===== config.mk =====
export PLATFORM = sky130hd
export DESIGN_NAME = bracket_balance_checker_unit
export DESIGN_NICKNAME = d
export VERILOG_FILES = /design/src/rtl/bbc_pkg.sv /design/src/rtl/bracket_balance_checker_unit.sv
export SDC_FILE = /design/constraint.sdc
export NUM_CORES = 1
export LEC_CHECK = 0
export BUFFER_PORTS_ARGS = -buffer_cell sky130_fd_sc_hd__buf_2
export CAP_MARGIN = 20
export CORE_UTILIZATION = 41
export DETAILED_ROUTE_END_ITERATION = 8
export PLACE_DENSITY_LB_ADDON = 0.05
export SKIP_CTS_REPAIR_TIMING = 1
export SYNTH_ARGS = -nofsm -noshare
export SYNTH_HDL_FRONTEND = slang
export SYNTH_SLANG_ARGS = --single-unit

===== constraint.sdc =====
create_clock -name clk -period 5.5 [get_ports clk]
set_clock_uncertainty 0.15 [all_clocks]
set_input_delay 0.55 -clock clk [delete_from_list [all_inputs] [get_ports clk]]
set_output_delay 0.55 -clock clk [all_outputs]
set_load 0.02 [all_outputs]

===== src/rtl/bbc_pkg.sv =====
// ----------------------------------------------------------------------------
// Bracket balance checker package
// Character codes, stack entry kinds, field widths and decode helpers.
// ----------------------------------------------------------------------------
package bbc_pkg;

    localparam int STACK_DEPTH_DEF = 64;

    localparam int CHAR_W  = 8;
    localparam int KIND_W  = 2;
    localparam int DEPTH_W = 7;
    localparam int OUT_TDATA_W = 16;

    localparam logic [CHAR_W-1:0] CHAR_OPEN_PAREN  = 8'h28;
    localparam logic [CHAR_W-1:0] CHAR_OPEN_BRACE  = 8'h7B;
    localparam logic [CHAR_W-1:0] CHAR_OPEN_SQUARE = 8'h5B;
    localparam logic [CHAR_W-1:0] CHAR_CLOSE_PAREN = 8'h29;
    localparam logic [CHAR_W-1:0] CHAR_CLOSE_BRACE = 8'h7D;

    localparam logic [KIND_W-1:0] KIND_PAREN  = 2'd0;
    localparam logic [KIND_W-1:0] KIND_BRACE  = 2'd1;
    localparam logic [KIND_W-1:0] KIND_SQUARE = 2'd2;

    function automatic logic is_opening(input logic [CHAR_W-1:0] c);
        is_opening = (c == CHAR_OPEN_PAREN) || (c == CHAR_OPEN_BRACE) ||
                     (c == CHAR_OPEN_SQUARE);
    endfunction

    // Any byte that is not a known bracket counts as a closing square bracket.
    function automatic logic [KIND_W-1:0] char_kind(input logic [CHAR_W-1:0] c);
        logic [KIND_W-1:0] k;
        k = KIND_SQUARE;
        if ((c == CHAR_OPEN_PAREN) || (c == CHAR_CLOSE_PAREN))
        begin
            k = KIND_PAREN;
        end
        else if ((c == CHAR_OPEN_BRACE) || (c == CHAR_CLOSE_BRACE))
        begin
            k = KIND_BRACE;
        end
        char_kind = k;
    endfunction

endpackage


===== src/rtl/bracket_balance_checker_unit.sv =====
// A result is registered in the output register, or in the skid stage if stalled.
// Throughput: one character per cycle while the skid stage is empty; the top
// of stack sits in a register and the entry below it is read from the stack
// memory ahead of time, so pops and pushes follow each other with no bubble.
// Reset clears the stack count, the error flag and the output valid flags; the
// stack memory itself is not cleared.
// ----------------------------------------------------------------------------
// Bracket balance checker
// Checks bracket nesting of a byte stream with a memory-based stack and
// reports depth, sticky error and the balanced verdict for every character.
// ----------------------------------------------------------------------------
module bracket_balance_checker_unit
    import bbc_pkg::*;
#(
    parameter int STACK_DEPTH = STACK_DEPTH_DEF
)
(
    input  logic                   clk,
    input  logic                   rst_n,
    input  logic                   s_tvalid,
    output logic                   s_tready,
    input  logic [CHAR_W-1:0]      s_tdata,   // [7:0] character
    input  logic                   s_tuser,   // [0] has_char
    input  logic                   s_tlast,   // last
    output logic                   m_tvalid,
    input  logic                   m_tready,
    output logic [OUT_TDATA_W-1:0] m_tdata,   // [0] balanced, [1] error_seen,
                                              // [8:2] depth, [15:9] zero
    output logic                   m_tlast    // done_res
);

    localparam int CW = $clog2(STACK_DEPTH + 1);
    localparam int AW = $clog2(STACK_DEPTH);

    logic [KIND_W-1:0] stack_mem [STACK_DEPTH];

    logic [CW-1:0]          count_reg, count_next, cnt_upd, rd_sum;
    logic                   err_reg, err_next, err_upd;
    logic [KIND_W-1:0]      top_reg, top_next;
    logic [KIND_W-1:0]      below_reg;
    logic [AW-1:0]          rd_addr;

    logic                   out_valid_reg, out_last_reg;
    logic [OUT_TDATA_W-1:0] out_data_reg;
    logic                   skid_valid_reg, skid_last_reg;
    logic [OUT_TDATA_W-1:0] skid_data_reg;

    logic                   accept, apply, opening, push_ok, pop_ok, err_set;
    logic [KIND_W-1:0]      kind;
    logic                   balanced;
    logic [OUT_TDATA_W-1:0] res_data;

    assign s_tready = !skid_valid_reg;
    assign accept   = s_tvalid && s_tready;
    assign apply    = accept && s_tuser && !err_reg;
    assign opening  = is_opening(s_tdata);
    assign kind     = char_kind(s_tdata);

    assign push_ok = apply && opening && (count_reg != CW'(STACK_DEPTH));
    assign pop_ok  = apply && !opening && (count_reg != '0) && (top_reg == kind);
    assign err_set = apply && !push_ok && !pop_ok;

    always_comb
    begin
        cnt_upd  = count_reg;
        top_next = top_reg;
        if (push_ok)
        begin
            cnt_upd  = count_reg + CW'(1);
            top_next = kind;
        end
        else if (pop_ok)
        begin
            cnt_upd  = count_reg - CW'(1);
            top_next = below_reg;
        end
    end

    assign err_upd    = err_reg || err_set;
    assign count_next = (accept && s_tlast) ? '0 : cnt_upd;
    assign err_next   = (accept && s_tlast) ? 1'b0 : err_upd;

    // Fetch the entry just below the next top of stack, so a pop in the next cycle
    // finds its new top ready. It can meet the push write only as a string ends.
    assign rd_sum  = count_next - CW'(2);
    assign rd_addr = rd_sum[AW-1:0];

    assign balanced = s_tlast && !err_upd && (cnt_upd == '0);
    assign res_data = {(OUT_TDATA_W - DEPTH_W - 2)'(0), DEPTH_W'(cnt_upd), err_upd, balanced};

    always_ff @(posedge clk)
    begin
        if (push_ok)
        begin
            stack_mem[count_reg[AW-1:0]] <= kind;
        end
        below_reg <= stack_mem[rd_addr];
    end

    always_ff @(posedge clk or negedge rst_n)
    begin
        if (!rst_n)
        begin
            count_reg <= '0;
            err_reg   <= 1'b0;
        end
        else
        begin
            count_reg <= count_next;
            err_reg   <= err_next;
        end
    end

    always_ff @(posedge clk)
    begin
        top_reg <= top_next;
    end

    // Output register with a skid stage behind it.
    always_ff @(posedge clk or negedge rst_n)
    begin
        if (!rst_n)
        begin
            out_valid_reg  <= 1'b0;
            skid_valid_reg <= 1'b0;
        end
        else
        begin
            if (accept)
            begin
                if (!out_valid_reg || m_tready)
                begin
                    out_valid_reg <= 1'b1;
                end
                else
                begin
                    skid_valid_reg <= 1'b1;
                end
            end
            else if (m_tready)
            begin
                out_valid_reg  <= skid_valid_reg;
                skid_valid_reg <= 1'b0;
            end
        end
    end

    always_ff @(posedge clk)
    begin
        if (accept)
        begin
            if (!out_valid_reg || m_tready)
            begin
                out_data_reg <= res_data;
                out_last_reg <= s_tlast;
            end
            else
            begin
                skid_data_reg <= res_data;
                skid_last_reg <= s_tlast;
            end
        end
        else if (skid_valid_reg && m_tready)
        begin
            out_data_reg <= skid_data_reg;
            out_last_reg <= skid_last_reg;
        end
    end

    assign m_tvalid = out_valid_reg;
    assign m_tdata  = out_data_reg;
    assign m_tlast  = out_last_reg;

endmodule


==> Flow_metrics.wiki, run 1 <==
{| class="wikitable"
! Metric !! Value
|-
| Result of the run || finished, final reports clean
|-
| Launching point of the worst reg2reg path || count_reg[0]
|-
| Setup-violating endpoint count in the final report || 0
|-
| Main synth FF type || sky130_fd_sc_hd__edfxtp_1
|-
| Site row count || ~50
|-
| Number of sinks driven by the clock tree || around 160
|-
| Hold-critical path endpoint || skid_last_reg
|-
| H-tree depth || 4
|-
| Endpoint arrival time on the critical path || approximately 5.1 ns
|-
| Clock edge transition at the registers on the reported setup and hold paths || around 0.070 ns
|-
| Area growth from synthesis to layout || 11.81%
|-
| Flip-flop count of the largest register, all copies and words added || 128
|-
| CP max-delay cell || sky130_fd_sc_hd__ha_2
|-
| Mapped Avg Cell Area || 13.13 sq um
|-
| Number of warnings issued by yosys || 0
|-
| Number of fill cells in the layout || between 1,500 and 2,000
|-
| Cell breakdown of the critical path || clkinv_1, ha_1, nor3b_1, a21oi_1, and4_4, a31oi_1, nand2_2, inv_4, nand2_8, ha_2, buf_4, mux4_2, or3_1, o311a_1, a32oi_1, nand3b_1
|-
| Final Critical Period || 4.972 ns
|-
| Via count of the first global-routing pass || around 4,700
|-
| Top library cells by usage in the layout, fill and taps aside || sky130_fd_sc_hd__edfxtp_1, sky130_fd_sc_hd__nor2_1, sky130_fd_sc_hd__nand2_1, sky130_fd_sc_hd__nand3_1, sky130_fd_sc_hd__buf_2
|-
| Number of synthesized register bits || between 150 and 200
|-
| Count of distinct cell types in the synthesized netlist || 77
|-
| Proportion of synthesized chip area in sequential cells || 0.6408
|-
| Min-Delay Path Depth || 1
|-
| Number of antenna diodes || 0
|-
| Class of the tightest hold or removal check || primary input to flop
|-
| Launching element type of the critical path || flop
|-
| Number of top-level pins || 33
|-
| Antenna violations before repair || 0
|-
| Effective utilization at floorplan || 0.4179
|-
| Total overflow reported by the global router || 0
|-
| Commonest non-fill, non-tap cell in the layout || sky130_fd_sc_hd__edfxtp_1
|-
| Number of max-capacitance violations reported || 0
|-
| Pin count of the biggest net entering global routing || 67
|-
| Leakage || between 2 and 3 nW
|-
| Share of the clock period used by the worst path after layout || 0.9041
|-
| Power consumption || 3.177 mW
|-
| Register-to-Register Setup Slack || approximately 0.53 ns
|-
| Type of destination of the critical path || flop
|-
| Post-synth top area share || 0.6020
|-
| IO Port Bufs || 25
|-
| Core box area || around 18,000 sq um
|-
| HPWL after detailed placement || between 10,000 and 15,000 microns
|-
| Number of vias after detailed routing || ~4,800
|-
| Setup TNS || 0 ns
|-
| Die H || ~140 microns
|-
| Clock latency reported for the late side of the worst-skew pair || roughly 0.43 ns
|-
| Biggest area contributors in the synthesized netlist || sky130_fd_sc_hd__edfxtp_1, sky130_fd_sc_hd__mux4_2, sky130_fd_sc_hd__nor2_1
|-
| Slowest cell delay on critical path || 0.68 ns
|-
| Worst min-delay path startpoint || s_tlast
|-
| Top Family by Delay on Critical Path || simple AND/OR/NAND/NOR gates
|-
| Fraction of layout cells with a size suffix above 1 || 0.1881
|-
| Violation count after the first detailed-routing iteration || roughly 310
|-
| Number of pins with negative max-slew slack in the final report || 0
|-
| Power Density || 379.8 nW/um^2
|-
| Final RePlAce weighted congestion || 0.8767
|-
| Master cell of the clock root buffer || sky130_fd_sc_hd__clkbuf_16
|-
| Required arrival time at the worst endpoint || between 5 and 6 ns
|-
| Number of buffers created by CTS || 17
|-
| Antenna-violating nets left || 0
|-
| Crit path max fanout || 19
|-
| Net count reported at finish || 610
|-
| Share of flip-flops with an asynchronous set or reset || 0.06173
|-
| Slew headroom || 0.3376
|-
| IR Drop Worst-Case VDD || 0.2593 mV
|-
| End of the worst register-to-register path || below_reg[1]
|-
| WL per Instance || roughly 22 microns
|-
| Number of instances in the synthesized netlist || 570
|-
| Final routed DRC violation total || 0
|-
| Final-report hold violation count || 0
|-
| Per-cell via count in the routed design || 5.756
|-
| Floorplan die width || between 100 and 150 microns
|-
| Actual transition at the worst max-transition pin || approximately 0.99 ns
|-
| Cell count of the worst reg-to-reg path || 16
|-
| Synthesized area || between 7000 and 8000 sq um
|-
| Total Die Area || approximately 19,000 sq um
|-
| Overall fraction of global-route tracks in use || 0.2139
|-
| First-pass iteration count of the detailed router || 4
|-
| Cell type contributing the most total cell area after synthesis || sky130_fd_sc_hd__edfxtp_1
|-
| First-pass GRT wire length || ~28,000 microns
|-
| Unrepaired setup endpoints after global routing || false
|-
| Buffers plus inverters on the worst setup path || 3
|-
| Count of flip-flops with a built-in enable after synthesis || 150
|-
| TritonCTS clock tree || done
|-
| Clock Path Buffers || 2
|-
| Fmax achieved || approximately 200 MHz
|-
| Total Routed Length || 18,760 microns
|-
| CP Class || flop to flop
|}
Yosys cell counts, types with 9 or more instances:
master and instances:
sky130_fd_sc_hd__mux4_2 20, sky130_fd_sc_hd__nor2_1 86, sky130_fd_sc_hd__dfrtp_1 10, sky130_fd_sc_hd__o21ai_0 17, sky130_fd_sc_hd__inv_1 14, sky130_fd_sc_hd__buf_4 9
sky130_fd_sc_hd__nor3_1 16, sky130_fd_sc_hd__edfxtp_1 150, sky130_fd_sc_hd__nand3_1 25, sky130_fd_sc_hd__mux2i_1 20, sky130_fd_sc_hd__nand2_1 51, sky130_fd_sc_hd__clkbuf_1 16
worst reg2reg max path, stage by stage, from the launching register on:
cell,delay [ns]
sky130_fd_sc_hd__dfrtp_1,0.50
sky130_fd_sc_hd__clkinv_1,0.20
sky130_fd_sc_hd__ha_1,0.23
sky130_fd_sc_hd__nor3b_1,0.56
sky130_fd_sc_hd__a21oi_1,0.18
sky130_fd_sc_hd__and4_4,0.25
sky130_fd_sc_hd__a31oi_1,0.30
sky130_fd_sc_hd__nand2_2,0.14
sky130_fd_sc_hd__inv_4,0.13
sky130_fd_sc_hd__nand2_8,0.12
sky130_fd_sc_hd__ha_2,0.68
sky130_fd_sc_hd__buf_4,0.34
sky130_fd_sc_hd__mux4_2,0.32
sky130_fd_sc_hd__or3_1,0.31
sky130_fd_sc_hd__o311a_1,0.15
sky130_fd_sc_hd__a32oi_1,0.21
sky130_fd_sc_hd__nand3b_1,0.09
worst max path at each step:
stage                     depth (start not counted)          from  slack, ns            to
after floorplan                                  21  count_reg[0]       0.46  below_reg[1]
after global placement                           16  count_reg[0]       0.68  below_reg[1]
after detailed placement                         16  count_reg[0]       0.59  below_reg[1]
after CTS                                        16  count_reg[0]       0.55  below_reg[1]
after global routing                             16  count_reg[0]       0.30  below_reg[1]
final                                            16  count_reg[0]       0.53  below_reg[1]
where the power goes:
| part | internal (mW) | total [mW] | switching, mW |
|---|---|---|---|
| clock network | 0.582 | 1.08 | 0.501 |
| registers | 1.38 | 1.41 | 0.0337 |
| logic | 0.251 | 0.683 | 0.432 |
stage by stage:
stage | setup WS, ns | area [sq um] | instances | utilization | hold slack, ns
2_1_floorplan | 0.4600 | 7510 | 576 | - | 0.1044
3_3_place_gp | 0.6849 | 7821 | 802 | 0.4369 | 0.2725
3_5_place_dp | 0.5921 | 7821 | 802 | 0.4369 | 0.2798
4_1_cts | 0.5519 | 8356 | 834 | 0.4667 | -0.1791
5_1_grt | 0.2982 | 8366 | 835 | 0.4673 | 0.1939
6_report | 0.5276 | 8366 | 835 | 0.4673 | 0.1939
cells by family after synthesis:
| kind of cell | count (synthesis) | share of synthesized area |
|---|---|---|
| compound gates | 68 | 0.06739 |
| xor+xnor | 5 | 0.005853 |
| fa+ha+maj | 3 | 0.005017 |
| buf+inv | 57 | 0.03645 |
| flops | 162 | 0.6408 |
| mux | 45 | 0.09448 |
| other cells | 1 | 0.0005012 |
| simple gates | 229 | 0.1495 |
layout make-up:
type / instances / area, sq um / share of cell area
well taps: 229 / 286.5 / 0.03425
multi-input cells: 357 / 2462 / 0.2943
flip-flops and latches: 162 / 4795 / 0.5731
clock buffers: 18 / 429.2 / 0.05130
repair buffers: 37 / 217.7 / 0.02602
clock inverters: 14 / 105.1 / 0.01256
inverters: 18 / 70.07 / 0.008376
metal layers:
metal | track usage | routed length, microns
met2 | 0.3490 | 9166
met4 | 0.07631 | 391
met5 | 0 | 0
met1 | 0.2812 | 8158
met3 | 0.04519 | 1040
(Power assumes the default switching activity.)
==> run 2: changes to the inputs <==
--- a/config.mk
+++ b/config.mk
@@ -7,7 +7,7 @@
 export LEC_CHECK = 0
 export BUFFER_PORTS_ARGS = -buffer_cell sky130_fd_sc_hd__buf_2
 export CAP_MARGIN = 20
-export CORE_UTILIZATION = 41
+export CORE_UTILIZATION = 50
 export DETAILED_ROUTE_END_ITERATION = 8
 export PLACE_DENSITY_LB_ADDON = 0.05
 export SKIP_CTS_REPAIR_TIMING = 1
==> Flow_metrics.wiki, run 2 (same netlist as run 1, synthesis figures left out) <==
{| class="wikitable"
! Metric !! Value
|-
| Relative contribution of combinational cells to total power || 0.210
|-
| Number of fill cells in the layout || 1,215
|-
| Slew headroom || 0.4433
|-
| Share of total power in the clock network || 0.366
|-
| Register-to-Register Setup Slack || roughly 0.84 ns
|-
| Number of top-level pins || 33
|-
| Hold-critical path endpoint || skid_valid_reg
|-
| Pin count of the biggest net entering global routing || 67
|-
| Clock Path Buffers || 2
|-
| Final Critical Period || approximately 4.7 ns
|-
| Clock latency reported for the late side of the worst-skew pair || approximately 0.42 ns
|-
| Top library cells by usage in the layout, fill and taps aside || sky130_fd_sc_hd__edfxtp_1, sky130_fd_sc_hd__nor2_1, sky130_fd_sc_hd__nand2_1, sky130_fd_sc_hd__nand3_1, sky130_fd_sc_hd__buf_2
|-
| Actual transition at the worst max-transition pin || 0.8327 ns
|-
| End of the worst register-to-register path || below_reg[1]
|-
| Internal cell power || around 2.4 mW
|-
| Net count reported at finish || slightly above 600
|-
| Final RePlAce weighted congestion || around 0.9
|-
| Area occupied by multi-input gates || around 2500 sq um
|-
| Clock edge transition at the registers on the reported setup and hold paths || about 0.060 ns
|-
| Antenna violations before repair || 0
|-
| Final routed DRC violation total || 0
|-
| Floorplan die width || between 100 and 150 microns
|-
| Site row count || 44
|-
| Total Routed Length || 17,440 microns
|-
| Final Cell Area || around 8400 sq um
|-
| First-pass iteration count of the detailed router || 5
|-
| Cell count of the worst reg-to-reg path || 16
|-
| TritonCTS clock tree || done
|-
| IR Drop Worst-Case VDD || 0.2415 mV
|-
| Type of destination of the critical path || flop
|-
| Switching component of the power || ~940 uW
|-
| Per-cell via count in the routed design || approximately 6
|-
| First-pass GRT wire length || about 27,000 microns
|-
| Number of standard cells in the final layout excluding fillers || just under 800
|-
| Crit path max fanout || 19
|-
| Launching point of the worst reg2reg path || count_reg[1]
|-
| Area growth from synthesis to layout || 12.53%
|-
| Leakage || around 3.0 nW
|-
| Number of buffers created by CTS || 17
|-
| IO Port Bufs || 25
|-
| Placed Instances || approximately 760
|-
| Setup TNS || 0 ns
|-
| Share of the clock period used by the worst path after layout || 0.8478
|-
| H-tree depth || 4
|-
| Class of the tightest hold or removal check || primary input to flop
|-
| Effective utilization at floorplan || 0.5129
|-
| Flip-flop count of the largest register, all copies and words added || ~130
|-
| Number of vias after detailed routing || between 4,000 and 5,000
|-
| Die H || ~120 microns
|-
| Number of pins with negative max-slew slack in the final report || 0
|-
| Violation count after the first detailed-routing iteration || 336
|-
| Master cell of the clock root buffer || sky130_fd_sc_hd__clkbuf_16
|-
| WL per Instance || about 22 microns
|-
| CP Class || flop to flop
|-
| HPWL after detailed placement || roughly 11,000 microns
|-
| Register Area || between 4000 and 5000 sq um
|-
| Number of max-capacitance violations reported || 0
|-
| Power Density || around 390 nW/um^2
|-
| Number of antenna diodes || 0
|-
| Placed standard-cell area || between 7000 and 8000 sq um
|-
| Worst hold slack || slightly above 0.2 ns
|-
| Total Die Area || 15,460 sq um
|-
| Setup-violating endpoint count in the final report || 0
|-
| Number of sinks driven by the clock tree || 162
|-
| Unrepaired setup endpoints after global routing || false
|-
| Result of the run || finished, final reports clean
|-
| Antenna-violating nets left || 0
|-
| Via count of the first global-routing pass || 4,776
|-
| Total overflow reported by the global router || 0
|-
| Final-report hold violation count || 0
|-
| Commonest non-fill, non-tap cell in the layout || sky130_fd_sc_hd__edfxtp_1
|-
| Worst min-delay path startpoint || m_tready
|-
| Share of total power in sequential cells || 0.425
|-
| Share of total power consumed by net switching || 0.2857
|-
| Fraction of layout cells with a size suffix above 1 || 0.1980
|-
| Min-Delay Path Depth || 2
|-
| Endpoint arrival time on the critical path || slightly below 5 ns
|-
| Launching element type of the critical path || flop
|-
| Fmax achieved || about 210 MHz
|-
| Required arrival time at the worst endpoint || between 5 and 6 ns
|-
| Overall fraction of global-route tracks in use || 0.2393
|-
| Core box area || between 10,000 and 15,000 sq um
|-
| First element of the critical path || count_reg[1]
|}
## run 2: through the flow
step                      power, mW  setup slack [ns]  utilization
after floorplan               1.914            0.4600            -
after global placement        2.113            0.9253       0.5348
after detailed placement      2.113            0.8138       0.5348
after CTS                     3.318            0.8329       0.5764
after global routing          3.419            0.5065       0.5771
final                         3.301            0.8372       0.5771
## run 2: power by group through the flow
stage	Sequential, mW	Combinational [mW]	Clock, mW
after global routing	1.41	0.743	1.27
after detailed placement	1.43	0.686	0
after global placement	1.43	0.686	0
after CTS	1.40	0.690	1.23
after floorplan	1.43	0.484	0
final	1.40	0.692	1.21
## run 2: how the worst max path moves through the flow
stage	endpoint	slack, ns
3_3_place_gp	below_reg[1]	0.93
2_1_floorplan	below_reg[1]	0.46
6_report	below_reg[1]	0.84
5_1_grt	below_reg[1]	0.51
3_5_place_dp	below_reg[1]	0.81
4_1_cts	below_reg[1]	0.83
## run 2: layout make-up
cell class                 count  share of cell area
tap                          184             0.02734
timing repair buffer          42             0.03032
clock inverter                15             0.02155
multi-input combinational    357              0.2925
sequential                   162              0.5695
clock buffer                  17             0.05053
inverter                      18            0.008322
## run 2: critical path, stage by stage, from the launching register on
cell                       delay (ns)
sky130_fd_sc_hd__dfrtp_1         0.46
sky130_fd_sc_hd__inv_1           0.14
sky130_fd_sc_hd__ha_1            0.19
sky130_fd_sc_hd__nor3b_1         0.54
sky130_fd_sc_hd__a21oi_1         0.18
sky130_fd_sc_hd__and4_4          0.26
sky130_fd_sc_hd__a31oi_1         0.29
sky130_fd_sc_hd__nand2_2         0.15
sky130_fd_sc_hd__inv_4           0.13
sky130_fd_sc_hd__nand2_8         0.11
sky130_fd_sc_hd__ha_2            0.59
sky130_fd_sc_hd__buf_4           0.28
sky130_fd_sc_hd__mux4_2          0.31
sky130_fd_sc_hd__or3_1           0.31
sky130_fd_sc_hd__o311a_1         0.14
sky130_fd_sc_hd__a32oi_1         0.21
sky130_fd_sc_hd__nand3b_1        0.09
## run 2: routing by layer
layer | share of wire | up-vias | GRT usage
met2 | 0.48 | 180 | 0.3780
met5 | 0 | - | 0
met1 | 0.44 | 2371 | 0.3239
li1 | - | 2204 | -
met3 | 0.048 | 31 | 0.04338
met4 | 0.030 | 0 | 0.1091
